## config.mk

```make
export PLATFORM = sky130hd
export DESIGN_NAME = sma_ctrl
export DESIGN_NICKNAME = d
export VERILOG_FILES = /design/src/hw/rtl/sma_pkg.sv /design/src/hw/rtl/sma_ctrl.sv
export VERILOG_INCLUDE_DIRS = /design/src /design/src/hw/rtl
export SDC_FILE = /design/constraint.sdc
export NUM_CORES = 1
export LEC_CHECK = 0
export ABC_AREA = 0
export BUFFER_PORTS_ARGS = -buffer_cell sky130_fd_sc_hd__buf_2
export CAP_MARGIN = 20
export CORE_AREA = 5 5 42 44
export CTS_CLUSTER_SIZE = 14
export DETAILED_ROUTE_END_ITERATION = 10
export DIE_AREA = 0 0 47 49
export GPL_TIMING_DRIVEN = 0
export PLACE_DENSITY = 0.57
export SYNTH_ARGS = -nofsm -noshare
export SYNTH_HDL_FRONTEND = slang
export SYNTH_SLANG_ARGS = --single-unit
```

## constraint.sdc

```tcl
create_clock -name clk -period 1.4 [get_ports clk]
set_input_delay 0.21 -clock clk [delete_from_list [all_inputs] [get_ports clk]]
set_output_delay 0.21 -clock clk [all_outputs]
set_load 0.005 [all_outputs]
```

## src/hw/rtl/simple_moving_average_defines.svh

```systemverilog
// Assertion macros used by the moving average control FSM.
`ifndef SIMPLE_MOVING_AVERAGE_DEFINES_SVH
`define SIMPLE_MOVING_AVERAGE_DEFINES_SVH

// The consequent must hold in the same cycle as the antecedent.
`define SMA_ASSERT_NOW(label, ante, cons) \
    label: assert property (@(posedge clk) disable iff (!rst_n) (ante) |-> (cons)) \
        else $error("moving average assertion failed");

// The consequent must hold in the cycle after the antecedent.
`define SMA_ASSERT_NEXT(label, ante, cons) \
    label: assert property (@(posedge clk) disable iff (!rst_n) (ante) |=> (cons)) \
        else $error("moving average assertion failed");

`endif

```

## src/hw/rtl/sma_pkg.sv

```systemverilog
package sma_pkg;

    localparam int CFG_W = 9;

    typedef struct packed {
        logic capture;
        logic read;
        logic update;
        logic div_start;
        logic out_load;
    } cmd_t;

    typedef struct packed {
        logic div_done;
        logic out_free;
    } status_t;

endpackage

```

## src/hw/rtl/sma_ctrl.sv

```systemverilog
`include "simple_moving_average_defines.svh"

module sma_ctrl (
    input  logic             clk,
    input  logic             rst_n,
    input  logic             in_valid,
    output logic             in_ready,
    input  sma_pkg::status_t status,
    output sma_pkg::cmd_t    cmd
);

    typedef enum logic [5:0] {
        ST_IDLE   = 6'b000001,
        ST_READ   = 6'b000010,
        ST_UPDATE = 6'b000100,
        ST_START  = 6'b001000,
        ST_DIVIDE = 6'b010000,
        ST_FINISH = 6'b100000
    } state_t;

    state_t state_reg;
    state_t state_next;

    always_comb
    begin
        state_next = state_reg;
        case (state_reg)
            ST_IDLE:
            begin
                if (in_valid)
                begin
                    state_next = ST_READ;
                end
            end
            ST_READ:   state_next = ST_UPDATE;
            ST_UPDATE: state_next = ST_START;
            ST_START:  state_next = ST_DIVIDE;
            ST_DIVIDE:
            begin
                if (status.div_done)
                begin
                    state_next = ST_FINISH;
                end
            end
            ST_FINISH:
            begin
                if (status.out_free)
                begin
                    state_next = ST_IDLE;
                end
            end
            default:   state_next = ST_IDLE;
        endcase
    end

    always_ff @(posedge clk or negedge rst_n)
    begin
        if (!rst_n)
        begin
            state_reg <= ST_IDLE;
        end
        else
        begin
            state_reg <= state_next;
        end
    end

    assign in_ready      = state_reg == ST_IDLE;
    assign cmd.capture   = (state_reg == ST_IDLE) && in_valid;
    assign cmd.read      = state_reg == ST_READ;
    assign cmd.update    = state_reg == ST_UPDATE;
    assign cmd.div_start = state_reg == ST_START;
    assign cmd.out_load  = (state_reg == ST_FINISH) && status.out_free;

    `SMA_ASSERT_NEXT(a_accept_reads, in_valid && in_ready, state_reg == ST_READ)
    `SMA_ASSERT_NOW(a_load_free, cmd.out_load, status.out_free)
    `SMA_ASSERT_NEXT(a_div_runs, cmd.div_start, !status.div_done)

endmodule
```

-- Word level (Yosys, flattened, before mapping)
Cells that the tools add are included.
- mux-type cells: 4
- reduce and logical (&&, ||, !) cells: 3
- equal/unequal tests: 9
- operators with widths (cell ; number):
    $pmux 6 s6 ; 1
    $mux 6 ; 3
    $eq 6x1->1 const B ; 1
    $eq 6x2->1 const B ; 1
    $eq 6x3->1 const B ; 1
    $eq 6x4->1 const B ; 1
    $eq 6x5->1 const B ; 1
    $eq 6x6->1 const B ; 1
    $ne 2x2->1 const B ; 3
    $reduce_and 3->1 ; 1
    $logic_and 1x1->1 ; 2
- logic and storage cells: 17
- register bits after elaboration: 6
- output and inout port bits: 6
- input bits: 5

-- Depth between registers and ports, before layout
- depth in word-level cells: 3
- gate-level depth with buffers: 5
- depth with buffers taken out: 4

-- Worst setup path after synthesis
OpenSTA, ideal clock, no wires.
- path kind: register -> output
- start point: register state_reg[1]
- end point: output port cmd[0] (netlist bit)
- data arrival time: 1101 ps
- setup slack: 89 ps
- stages on the path, launching flop included: 3
- buffers on the path: 0
- data required time: 1190 ps
- cell sequence: dfrtp_1 > or4_4 > nor2_1
- RTL lines (what ; RTL line ; source):
    start, declared ; sma_ctrl.sv:21 ; state_t state_reg;
    start signal, assigned ; sma_ctrl.sv:64 ; state_reg <= state_next;
    end, declared ; sma_ctrl.sv:9 ; output sma_pkg::cmd_t cmd

==> flow_metrics.tcl <==
set metrics [dict create \
    cts_max_level 1 \
    powerDensity_nw_per_um2 1690 \
    root_buffer "clkbuf_4" \
    syn_to_final_growth_pct 71.8 \
    ir_drop_mv 1.15 \
    clk_latency_ps 250 \
    dp_slack_ps -125 \
    post-route-period-util 1.14 \
    cp_data_arrival_time_ps 1390 \
    syn_nets 46 \
    relSlewSlack 0.822 \
    fin_nets 73 \
    gp_congestion 0.726 \
    setup_slack_ps -195 \
    rows 14 \
    drc 0 \
    fillers 139 \
    clk_pin_slew_ps 50 \
    die_w_um 47 \
    reg2reg_slack_ps 40 \
    netlist_area_um2 387 \
    n_antenna_cell 0 \
    drv_slew 0 \
    drt-met1-wl_um 443 \
    finalInstanceArea_um2 664 \
    drtIter0Drc 2 \
    setup.worst_path.start "state_reg[1]$_DFFE_PN0P_" \
    pin_count 11 \
    cp.required_ps 1190 \
    multiInputGateArea_um2 256 \
    largest_reg_flops 6 \
    grt_pass1_wl_mm 1.55 \
    final_util 0.474 \
    synth.area.top_cells "dfrtp_1 32%, dfstp_2 6.8%, and4b_1 5.2%, nor2_1 4.9%, or3b_1 4.5%" \
    die_h_um 49 \
    placed_cell_area_um2 457 \
    worst_pin_slew_ps 263 \
    reg2regPathDepth 4 \
    worstReg2RegEnd "state_reg[0]$_DFFE_PN1P_" \
    drive_above_1_share 0.642 \
    routed-wl-met3_um 26 \
    hold_viol 0 \
    post-place-cells 67 \
    r2r_start "state_reg[1]$_DFFE_PN0P_" \
    synth_top_cell_area_share 0.324 \
    max_freq_mhz 627 \
    max-cap-violations 0 \
    clock_skew_ps 1.17 \
    violations "setup timing" \
    numPortBuffers 10 \
    synth_area_per_cell_um2 9.43 \
    critPathCaptureType "primary output" \
    wire_per_inst_um 13.1 \
    whs_path_depth 2 \
    top_layer_used "met4" \
    vias_per_cell 4.94 \
    wl_mm 1.09 \
    cts_max_path_buffers 2 \
    syn-instance-count 41 \
    period_needed_ps 1600 \
    grt_max_degree 11 \
    setup_viol 6 \
    status "finished with violations" \
    drt.antenna.violating_nets 0 \
    route.met2.wl_um 588 \
    cp_max_fo 2 \
    ys_seq_area_frac 0.392 \
    async_flop_share 1.00 \
    vias 410 \
    synth_common_cells "5 x dfrtp_1, 5 x nor2_1" \
    cts_tree "done" \
    rsz0062_at_grt "yes" \
    regArea_um2 156 \
    grt_overflow_total 0 \
    fp.dieArea_um2 2300 \
    worst_hold_path_type "in -> reg" \
    synth_edf_count 0 \
    clock_sinks 6 \
    grt_use_total 0.0956 \
    grt_pass1_vias 365 \
    yosys_register_bits 6 \
    crit_type "reg -> out" \
    initial_core_util 0.276 \
    core_um2 1400 \
    leakagePower_uw 0.000314 \
    drt_first_pass_iters 2 \
    crit_path_end "cmd[0]" \
    synth_ff_type "dfrtp_1" \
    tns_ps -681 \
    finalNonFillerCells 83 \
    startpoint_type "flip-flop" \
    yosys_warnings 0 \
    dp_hpwl_um 631 \
    cts_made_buffers 3 \
    synth_cell_type_count 23 \
    antenna_found_initial 0 \
    synth_top_area_cell "dfrtp_1" \
]
power by group:
group / internal, uW / switching [uW]
sequential: 231 / 64.2
clock: 108 / 64.9
combinational: 396 / 261
total: 735 / 390
stage by stage:
step	power [uW]	hold WS (ps)
floorplan	526	-85.6
global placement	629	38.5
detailed placement	633	36.5
CTS	959	132
global route	1200	167
finish	1120	144
cell type report:
class,instances,area share
Multi-Input combinational cell,31,0.386
Timing Repair Buffer,23,0.281
Sequential cell,6,0.235
Clock buffer,4,0.0395
Tap cell,16,0.0301
Buffer,1,0.0169
Inverter,2,0.0113
cell families (layout without fill, tap and decap cells):
| family | after synthesis | in the layout | synth area share |
|---|---|---|---|
| buffers and inverters | 4 | 30 | 0.0615 |
| AND/OR/NAND/NOR | 23 | 23 | 0.392 |
| AO/OA/AOI/OAI | 6 | 6 | 0.110 |
| XOR/XNOR | 2 | 2 | 0.0453 |
| flip-flops | 6 | 6 | 0.392 |
worst min path at each step:
stage | start | endpoint | slack (ps)
detailed placement | rst_n | state_reg[5]$_DFFE_PN0P_ | 40
global route | in_valid | state_reg[0]$_DFFE_PN1P_ | 170
global placement | rst_n | state_reg[1]$_DFFE_PN0P_ | 40
floorplan | rst_n | state_reg[1]$_DFFE_PN0P_ | -90
finish | in_valid | state_reg[0]$_DFFE_PN1P_ | 140
CTS | in_valid | state_reg[0]$_DFFE_PN1P_ | 130
cell usage in the layout (no fill, tap or decap), types with 2 or more instances in the layout:
cell,instances
buf_4,9
buf_6,8
buf_2,6
dfrtp_2,4
clkbuf_4,3
nor2_4,2
and3_4,2
and4b_1,2
nor2_1,2
a21oi_1,2
or3b_1,2
xor2_1,2
worst max-delay path: stages (launching register included):
cell,delay (ps)
dfrtp_2,400
or4_4,530
nor2_1,90
buf_2,110
repair_timing:
item	in CTS	in global routing
buffers inserted	7	5
pin swaps	3	6
hold buffers	1	0
resized for setup	11	12
setup endpoints to repair	6	7
endpoints found under the hold margin	6	0
metal layers:
layer | vias up | track usage
met5 | - | 0
met1 | 197 | 0.105
li1 | 201 | -
met2 | 9 | 0.152
met3 | 3 | 0.0111
met4 | 0 | 0.0829
Note: power is estimated with default switching activity, not from simulation.
